`src/hdl/lbps_pkg.sv`:
```
// Shared types, codes and constants of the LED bar pattern sequencer.
package lbps_pkg;

    // Pattern modes; idle follows a lock command.
    typedef enum logic [2:0] {
        MODE_FIXED  = 3'd0,
        MODE_COUNT  = 3'd1,
        MODE_ROTATE = 3'd2,
        MODE_BOUNCE = 3'd3,
        MODE_IDLE   = 3'd4
    } t_mode;

    // Input word kinds.
    localparam logic FUNC_BYTE = 1'b0;
    localparam logic FUNC_TICK = 1'b1;

    // Command codes.
    localparam logic [7:0] CMD_NONE   = 8'h00;
    localparam logic [7:0] CMD_FIXED  = 8'h81;
    localparam logic [7:0] CMD_COUNT  = 8'h41;
    localparam logic [7:0] CMD_ROTATE = 8'h21;
    localparam logic [7:0] CMD_BOUNCE = 8'h11;
    localparam logic [7:0] CMD_LOCK   = 8'h18;

    // Pattern constants.
    localparam logic [7:0] LED_FIXED     = 8'hAA;
    localparam logic [7:0] LED_OFF       = 8'h00;
    localparam logic [7:0] RING_INIT     = 8'h7F;
    localparam logic [7:0] COUNT_WRAP    = 8'hFF;
    localparam logic [3:0] BOUNCE_TOP    = 4'h8;
    localparam logic [3:0] BOUNCE_BOTTOM = 4'h1;

    // Configuration register indexes.
    localparam int unsigned CFG_ADDR_W = 8;
    localparam logic [CFG_ADDR_W-1:0] CFG_IDX_COUNT        = 8'd0;
    localparam logic [CFG_ADDR_W-1:0] CFG_IDX_ROTATE       = 8'd1;
    localparam logic [CFG_ADDR_W-1:0] CFG_IDX_BOUNCE_SHOW  = 8'd2;
    localparam logic [CFG_ADDR_W-1:0] CFG_IDX_BOUNCE_BLANK = 8'd3;

    // Configuration reset values.
    localparam logic [15:0] RST_COUNT_PERIOD        = 16'd16425;
    localparam logic [15:0] RST_ROTATE_PERIOD       = 16'd32850;
    localparam logic [15:0] RST_BOUNCE_SHOW_PERIOD  = 16'd32850;
    localparam logic [15:0] RST_BOUNCE_BLANK_PERIOD = 16'd4107;

    typedef struct packed {
        logic [15:0] count_period;
        logic [15:0] rotate_period;
        logic [15:0] bounce_show_period;
        logic [15:0] bounce_blank_period;
    } t_cfg;

    typedef struct packed {
        logic       func;
        logic [7:0] cmd_byte;
    } t_in;

    typedef struct packed {
        logic [7:0]  led_value;
        logic        unlocked;
        logic        timer_on;
        logic [15:0] timer_period;
    } t_out;

    // Reverses the four bits of a nibble.
    function automatic logic [3:0] mirror4(input logic [3:0] v);
        return {v[0], v[1], v[2], v[3]};
    endfunction

endpackage

```
`src/hdl/lbps_cfg_regs.sv`:
```
// Configuration registers holding the four timer periods.
module lbps_cfg_regs
    import lbps_pkg::*;
(
    input  logic                  i_clk,
    input  logic                  i_rst_n,
    input  logic                  i_we,
    input  logic [CFG_ADDR_W-1:0] i_addr,
    input  logic [15:0]           i_data,
    output t_cfg                  o_cfg
);

    t_cfg r_cfg;
    t_cfg n_cfg;

    // Address decode; writes beyond the last register are dropped.
    always_comb begin
        n_cfg = r_cfg;
        if (i_we) begin
            unique case (i_addr)
                CFG_IDX_COUNT:        n_cfg.count_period        = i_data;
                CFG_IDX_ROTATE:       n_cfg.rotate_period       = i_data;
                CFG_IDX_BOUNCE_SHOW:  n_cfg.bounce_show_period  = i_data;
                CFG_IDX_BOUNCE_BLANK: n_cfg.bounce_blank_period = i_data;
                default:              n_cfg = r_cfg;
            endcase
        end
    end

    always_ff @(posedge i_clk) begin
        if (!i_rst_n) begin
            r_cfg.count_period        <= RST_COUNT_PERIOD;
            r_cfg.rotate_period       <= RST_ROTATE_PERIOD;
            r_cfg.bounce_show_period  <= RST_BOUNCE_SHOW_PERIOD;
            r_cfg.bounce_blank_period <= RST_BOUNCE_BLANK_PERIOD;
        end else begin
            r_cfg <= n_cfg;
        end
    end

    assign o_cfg = r_cfg;

endmodule

```
`src/hdl/lbps_pattern_core.sv`:
```
// Pattern state registers with their update and result logic.
module lbps_pattern_core
    import lbps_pkg::*;
(
    input  logic i_clk,
    input  logic i_rst_n,
    input  logic i_step,
    input  t_in  i_in,
    input  t_cfg i_cfg,
    output t_out o_result
);

    logic       r_unlocked, n_unlocked;
    t_mode      r_mode, n_mode;
    logic [7:0] r_last_cmd, n_last_cmd;
    logic       r_rearm, n_rearm;
    logic [7:0] r_count, n_count;
    logic [7:0] r_ring, n_ring;
    logic [3:0] r_pos, n_pos;
    logic       r_up, n_up;
    logic       r_blank, n_blank;

    logic       timer_active;
    logic [7:0] count_inc;
    logic       bounce_up_next;

    // The timer runs in the three animated modes while unlocked.
    assign timer_active = r_unlocked &&
        (r_mode == MODE_COUNT || r_mode == MODE_ROTATE || r_mode == MODE_BOUNCE);
    assign count_inc = r_count + 8'd1;

    // Direction turns at either end of the bar.
    always_comb begin
        if (r_pos == BOUNCE_TOP) begin
            bounce_up_next = 1'b0;
        end else if (r_pos == BOUNCE_BOTTOM) begin
            bounce_up_next = 1'b1;
        end else begin
            bounce_up_next = r_up;
        end
    end

    // Next state for one accepted word.
    always_comb begin
        n_unlocked = r_unlocked;
        n_mode     = r_mode;
        n_last_cmd = r_last_cmd;
        n_rearm    = r_rearm;
        n_count    = r_count;
        n_ring     = r_ring;
        n_pos      = r_pos;
        n_up       = r_up;
        n_blank    = r_blank;
        if (i_step) begin
            if (i_in.func == FUNC_BYTE) begin
                if (r_unlocked || i_in.cmd_byte != CMD_NONE) begin
                    n_unlocked = 1'b1;
                    if (i_in.cmd_byte == CMD_LOCK) begin
                        // Lock: go idle, restore the animations, keep the counter.
                        n_mode     = MODE_IDLE;
                        n_unlocked = 1'b0;
                        n_last_cmd = CMD_NONE;
                        n_ring     = RING_INIT;
                        n_pos      = BOUNCE_TOP;
                        n_up       = 1'b0;
                        n_blank    = 1'b0;
                    end else begin
                        case (i_in.cmd_byte)
                            CMD_FIXED:  n_mode = MODE_FIXED;
                            CMD_COUNT:  n_mode = MODE_COUNT;
                            CMD_ROTATE: n_mode = MODE_ROTATE;
                            CMD_BOUNCE: n_mode = MODE_BOUNCE;
                            default:    n_mode = r_mode;
                        endcase
                        // Counter rearm sequence: count, zero, count clears it.
                        if (n_mode == MODE_COUNT) begin
                            if (r_last_cmd == CMD_COUNT && i_in.cmd_byte == CMD_NONE) begin
                                n_rearm = 1'b1;
                            end else if (r_last_cmd == CMD_COUNT &&
                                         i_in.cmd_byte == CMD_COUNT && r_rearm) begin
                                n_rearm = 1'b0;
                                n_count = 8'd0;
                            end else begin
                                n_rearm = 1'b0;
                            end
                        end
                        if (i_in.cmd_byte != CMD_NONE) begin
                            n_last_cmd = i_in.cmd_byte;
                        end
                    end
                end
            end else if (timer_active) begin
                case (r_mode)
                    MODE_COUNT: begin
                        n_count = (count_inc == COUNT_WRAP) ? 8'd0 : count_inc;
                    end
                    MODE_ROTATE: begin
                        n_ring = {r_ring[0], r_ring[7:1]};
                    end
                    default: begin
                        if (!r_blank) begin
                            n_blank = 1'b1;
                            n_up    = bounce_up_next;
                            n_pos   = bounce_up_next ? {r_pos[2:0], 1'b0}
                                                     : {1'b0, r_pos[3:1]};
                        end else begin
                            n_blank = 1'b0;
                        end
                    end
                endcase
            end
        end
    end

    // Result seen from the state after this word.
    always_comb begin
        o_result.unlocked     = n_unlocked;
        o_result.timer_on     = 1'b0;
        o_result.led_value    = LED_OFF;
        o_result.timer_period = 16'd0;
        if (n_unlocked) begin
            unique case (n_mode)
                MODE_FIXED: begin
                    o_result.led_value = LED_FIXED;
                end
                MODE_COUNT: begin
                    o_result.led_value    = n_count;
                    o_result.timer_on     = 1'b1;
                    o_result.timer_period = i_cfg.count_period;
                end
                MODE_ROTATE: begin
                    o_result.led_value    = n_ring;
                    o_result.timer_on     = 1'b1;
                    o_result.timer_period = i_cfg.rotate_period;
                end
                MODE_BOUNCE: begin
                    o_result.timer_on = 1'b1;
                    if (n_blank) begin
                        o_result.timer_period = i_cfg.bounce_blank_period;
                    end else begin
                        o_result.led_value    = {mirror4(n_pos), n_pos};
                        o_result.timer_period = i_cfg.bounce_show_period;
                    end
                end
                default: begin
                    o_result.led_value = LED_OFF;
                end
            endcase
        end
    end

    always_ff @(posedge i_clk) begin
        if (!i_rst_n) begin
            r_unlocked <= 1'b0;
            r_mode     <= MODE_FIXED;
            r_last_cmd <= CMD_NONE;
            r_rearm    <= 1'b0;
            r_count    <= 8'd0;
            r_ring     <= RING_INIT;
            r_pos      <= BOUNCE_TOP;
            r_up       <= 1'b0;
            r_blank    <= 1'b0;
        end else begin
            r_unlocked <= n_unlocked;
            r_mode     <= n_mode;
            r_last_cmd <= n_last_cmd;
            r_rearm    <= n_rearm;
            r_count    <= n_count;
            r_ring     <= n_ring;
            r_pos      <= n_pos;
            r_up       <= n_up;
            r_blank    <= n_blank;
        end
    end

endmodule

```
`src/hdl/led_bar_pattern_sequencer_unit.sv`:
```
// Top level of the LED bar pattern sequencer: handshakes and result register.
// The sequencer takes one word (a command byte or a timer tick) per clock cycle while the input
// is ready, and returns exactly one result word for each, in the cycle after acceptance. The
// pattern state updates in a single pass of logic from the accepted word into the state
// registers, and the result register beside them holds the answer; the input stays ready while
// a result waits as long as the consumer takes it in the same cycle. Timer periods are written
// through a plain write port; the user must do so only while no word is in flight, unchecked by the block.
module led_bar_pattern_sequencer_unit
    import lbps_pkg::*;
(
    input  logic                  i_clk,
    input  logic                  i_rst_n,
    input  logic                  i_cfg_we,
    input  logic [CFG_ADDR_W-1:0] i_cfg_addr,
    input  logic [15:0]           i_cfg_data,
    input  logic                  i_in_valid,
    output logic                  o_in_ready,
    input  t_in                   i_in,
    output logic                  o_out_valid,
    input  logic                  i_out_ready,
    output t_out                  o_out
);

    t_cfg cfg;
    t_out result;
    logic accept;
    logic r_out_valid;
    t_out r_out;

    lbps_cfg_regs u_cfg (
        .i_clk   (i_clk),
        .i_rst_n (i_rst_n),
        .i_we    (i_cfg_we),
        .i_addr  (i_cfg_addr),
        .i_data  (i_cfg_data),
        .o_cfg   (cfg)
    );

    lbps_pattern_core u_core (
        .i_clk    (i_clk),
        .i_rst_n  (i_rst_n),
        .i_step   (accept),
        .i_in     (i_in),
        .i_cfg    (cfg),
        .o_result (result)
    );

    // Ready whenever the result register is empty or being drained.
    assign o_in_ready = !r_out_valid || i_out_ready;
    assign accept     = i_in_valid && o_in_ready;

    // Result register.
    always_ff @(posedge i_clk) begin
        if (!i_rst_n) begin
            r_out_valid <= 1'b0;
        end else if (accept) begin
            r_out_valid <= 1'b1;
        end else if (i_out_ready) begin
            r_out_valid <= 1'b0;
        end
    end

    always_ff @(posedge i_clk) begin
        if (accept) begin
            r_out <= result;
        end
    end

    assign o_out_valid = r_out_valid;
    assign o_out       = r_out;

    // A running timer implies an unlocked block.
    a_timer_needs_unlock: assert property (@(posedge i_clk) disable iff (!i_rst_n)
        r_out_valid && r_out.timer_on |-> r_out.unlocked)
        else $error("timer on while locked");

    // A stopped timer reports a zero period.
    a_period_zero_when_off: assert property (@(posedge i_clk) disable iff (!i_rst_n)
        r_out_valid && !r_out.timer_on |-> r_out.timer_period == 16'd0)
        else $error("nonzero period with timer off");

    // A locked block keeps the bar dark.
    a_dark_when_locked: assert property (@(posedge i_clk) disable iff (!i_rst_n)
        r_out_valid && !r_out.unlocked |-> r_out.led_value == LED_OFF)
        else $error("LEDs lit while locked");

    // Every accepted word leaves a result in the register on the next cycle.
    a_result_follows: assert property (@(posedge i_clk) disable iff (!i_rst_n)
        accept |=> r_out_valid)
        else $error("accepted word produced no result");

endmodule
```
`config.mk`:
```
export PLATFORM = sky130hd
export DESIGN_NAME = led_bar_pattern_sequencer_unit
export DESIGN_NICKNAME = d
export VERILOG_FILES = /design/src/hdl/lbps_pkg.sv /design/src/hdl/lbps_cfg_regs.sv /design/src/hdl/lbps_pattern_core.sv /design/src/hdl/led_bar_pattern_sequencer_unit.sv
export SDC_FILE = /design/constraint.sdc
export NUM_CORES = 1
export LEC_CHECK = 0
export ABC_AREA = 1
export BUFFER_PORTS_ARGS = -buffer_cell sky130_fd_sc_hd__buf_4
export CORE_UTILIZATION = 53
export DETAILED_ROUTE_END_ITERATION = 8
export PLACE_DENSITY_LB_ADDON = 0.1
export SLEW_MARGIN = 20
export SYNTH_ARGS = -nofsm -noshare
export SYNTH_HDL_FRONTEND = slang
export SYNTH_SLANG_ARGS = --single-unit
```
`constraint.sdc`:
```
create_clock -name i_clk -period 2.08 [get_ports i_clk]
set_clock_uncertainty 0.2 [all_clocks]
set_input_delay 0.208 -clock i_clk [delete_from_list [all_inputs] [get_ports i_clk]]
set_output_delay 0.208 -clock i_clk [all_outputs]
set_load 0.1 [all_outputs]
```
==> results.md <==
* Final ANT Viol Nets at 0
* Routed WL per cell at 15.9 um
* Final setup vio count at 3
* Starting Density at 0.555
* Crit start category: flop
* First-pass GRT wire length at 29.0 mm
* Worst vdd ir at 626 uV
* Placed instance count at 1122
* Share of cells above drive strength 1 at 0.313
* Status: finished with violations
* WL final at 19.0 mm
* Final layout net count at 1081
* Clk_lat worst skew at 420 ps
* CP Capture Type: flop
* Synth cell types at 36
* Die Wd at 110 um
* Die ar. at 12000 um2
* Worst Setup Slack, final at -41.3 ps
* Max clock buf depth at 2
* Most frequent cells in the layout: 207 x nand2_1, 149 x buf_4, 120 x nor2_1, 91 x dfxtp_1, 67 x inv_1
* GRT Residual Overflow at 0
* Failing checks: setup timing
* Antenna fix cells at 0
* GRT Total Usage at 0.318
* Initial DRT Pass Iterations at 5
* Fin. Hold Viols at 0
* Min-delay worst type: input pin to flop
* Port Buffers at 65
* Most common cell after layout, fill and taps aside: nand2_1
* Layout fillers at 757
* Seq/Total Area, Yosys at 0.453
* Initial antenna violation count at 0
* CTS tree: yes
* Largest net degree at the start of global routing at 68
* Final Cell Area at 8810 um2
* Die span in y at 110 um
* Clock period minus worst slack at 2120 ps
* Num CTS Buffers at 17
* Setup_tns at -88.0 ps
* Syn_area_per_cell at 7.09 um2
* Drt drc at 0
* Max-cap check violation count at 0
* Crit share post-route at 1.02
* YS warnings at 0
* Vias/cell at 5.52
* Synth-to-Final Area Change at 43.3%
* H-Tree Depth at 4
* WP data required at 2070 ps
* F_max at 0.471 GHz
* Max transition margin at 0.430
* Core area at 11100 um2
* Area after DPL at 7350 um2
* Seq cells post-synth at 126
* # clock sinks at 126
* Finished Core Util at 0.795
* Vias in the first global route at 6124
* Crit path max fanout at 8
* Crit Path Class: flop to flop
* Pleak at 4.16 nW
* Clock transition at path regs at 60 ps
* Root buffer cell: clkbuf_16
* Post-Syn Nets at 907
* Max-slew violations at 0
* Netlist Area Pre-Place at 6150 um2
* Total power at 6.35 mW
* Ratio of total power to cell area at 721 nW/um2
* Num ports at 66
* Worst endpoint data arrival time at 2110 ps
* RD Place Congestion at 0.882
* Post-DP HPWL at 11.7 mm
* Detailed-route via count at 6590
* FP Rows at 38
* DR iter-0 viols at 581
* Least-Margin Pin Slew at 854 ps
* RSZ-0062 raised after global routing: true
* Synth Instances at 867
* Fin cells at 1194
## per-layer routing
| metal | wire, um | up-vias | global-route usage |
|---|---|---|---|
| li1 | - | 3162 | - |
| met1 | 7810 | 3103 | 0.417 |
| met2 | 9500 | 288 | 0.527 |
| met3 | 1320 | 37 | 0.0587 |
| met4 | 341 | 0 | 0.106 |
| met5 | 0 | - | 0 |
## cell families (layout without fill, tap and decap cells)
family                     count (synthesis)  count (layout)  share of synthesized area
AOI/OAI and AO/OA                        132             132                      0.120
xor gates and xnor gates                   1               1                    0.00142
adders and majority gates                  2               2                    0.00407
buffers and inverters                    114             300                     0.0798
DFF                                      126             126                      0.453
and+or+nand+nor                          492             493                      0.342
## power by group
part / total (mW) / internal, mW / switching (mW) / leakage [nW]
combinational: 0.802 / 0.274 / 0.528 / 2.79
sequential: 2.56 / 2.53 / 0.0222 / 1.08
clock: 2.99 / 1.90 / 1.10 / 0.292
total: 6.35 / 4.70 / 1.65 / 4.16
## sequential cells by signal (all words and copies together), names as in the netlist, 3 cells and up
register           count
u_core.r_count         8
u_core.r_mode          3
u_core.r_pos           4
u_core.r_last_cmd      8
u_core.r_ring          8
u_cfg.o_cfg           64
o_out                 26
## cell type report
type	count	area (um2)	area share
clock buffer	23	489	0.0555
clock inverter	9	109	0.0124
inverter	83	347	0.0393
multi-input combinational	628	3320	0.377
sequential	126	2810	0.319
tap	140	175	0.0199
timing repair buffer	185	1560	0.177
## critical path, cell delays in order, from the launching register on
cell and delay (ps):
dfxtp_4 360, nand2_8 70, nand2_8 60, nor2_4 150
nand2_4 110, nand2_4 80, nand2_4 50, nand2_4 90
clkinv_4 80, nand3_4 120, inv_6 60, buf_12 150
nand2_1 100, nand3_2 80, nand2_1 70, inv_1 40
## worst paths after layout
path | start | to | slack [ps] | cells past startpoint
hold reg to reg | u_core.r_last_cmd[5] | u_core.r_last_cmd[5] | 260 | 2
setup reg to reg | o_out_valid | o_out[5] | -40 | 15
hold / removal | i_in[7] | u_core.r_last_cmd[7] | 10 | 4
setup / recovery | o_out_valid | o_out[5] | -40 | 15
## per-stage QoR
stage	hold WS [ps]	worst slack (ps)
after floorplan	121	-154
after global placement	240	-173
after detailed placement	249	-250
after CTS	9.38	-9.64
after global routing	48.8	-99.8
final	14.5	-41.3
## what timing repair did
action,4_1_cts,5_1_grt
buffers inserted,11,4
hold buffers,23,0
pin swaps,13,34
cloned,2,0
endpoints found under the setup margin,24,27
endpoints found under the hold margin,71,0
gates resized for setup,31,105
## synthesized netlist by cell type (all sizes together)
cell	n	area, um2
nand2	249	982
nor2	144	563
dfxtp	100	2000
nand3	79	433
inv	76	290
o21ai	56	284
a21oi	48	240
edfxtp	26	781
o211ai	22	165
clkbuf	16	60.1
buf	15	104
or2	9	56.3
clkinv	7	36.3
nand4	5	31.3
nor3	4	25.0
a211oi	3	22.5
ha	2	25.0
a22oi	1	7.51
a311oi	1	8.76
nand3b	1	7.51
nor3b	1	7.51
o21bai	1	7.51
xor2	1	8.76
Note: power is estimated with default switching activity, not from simulation.
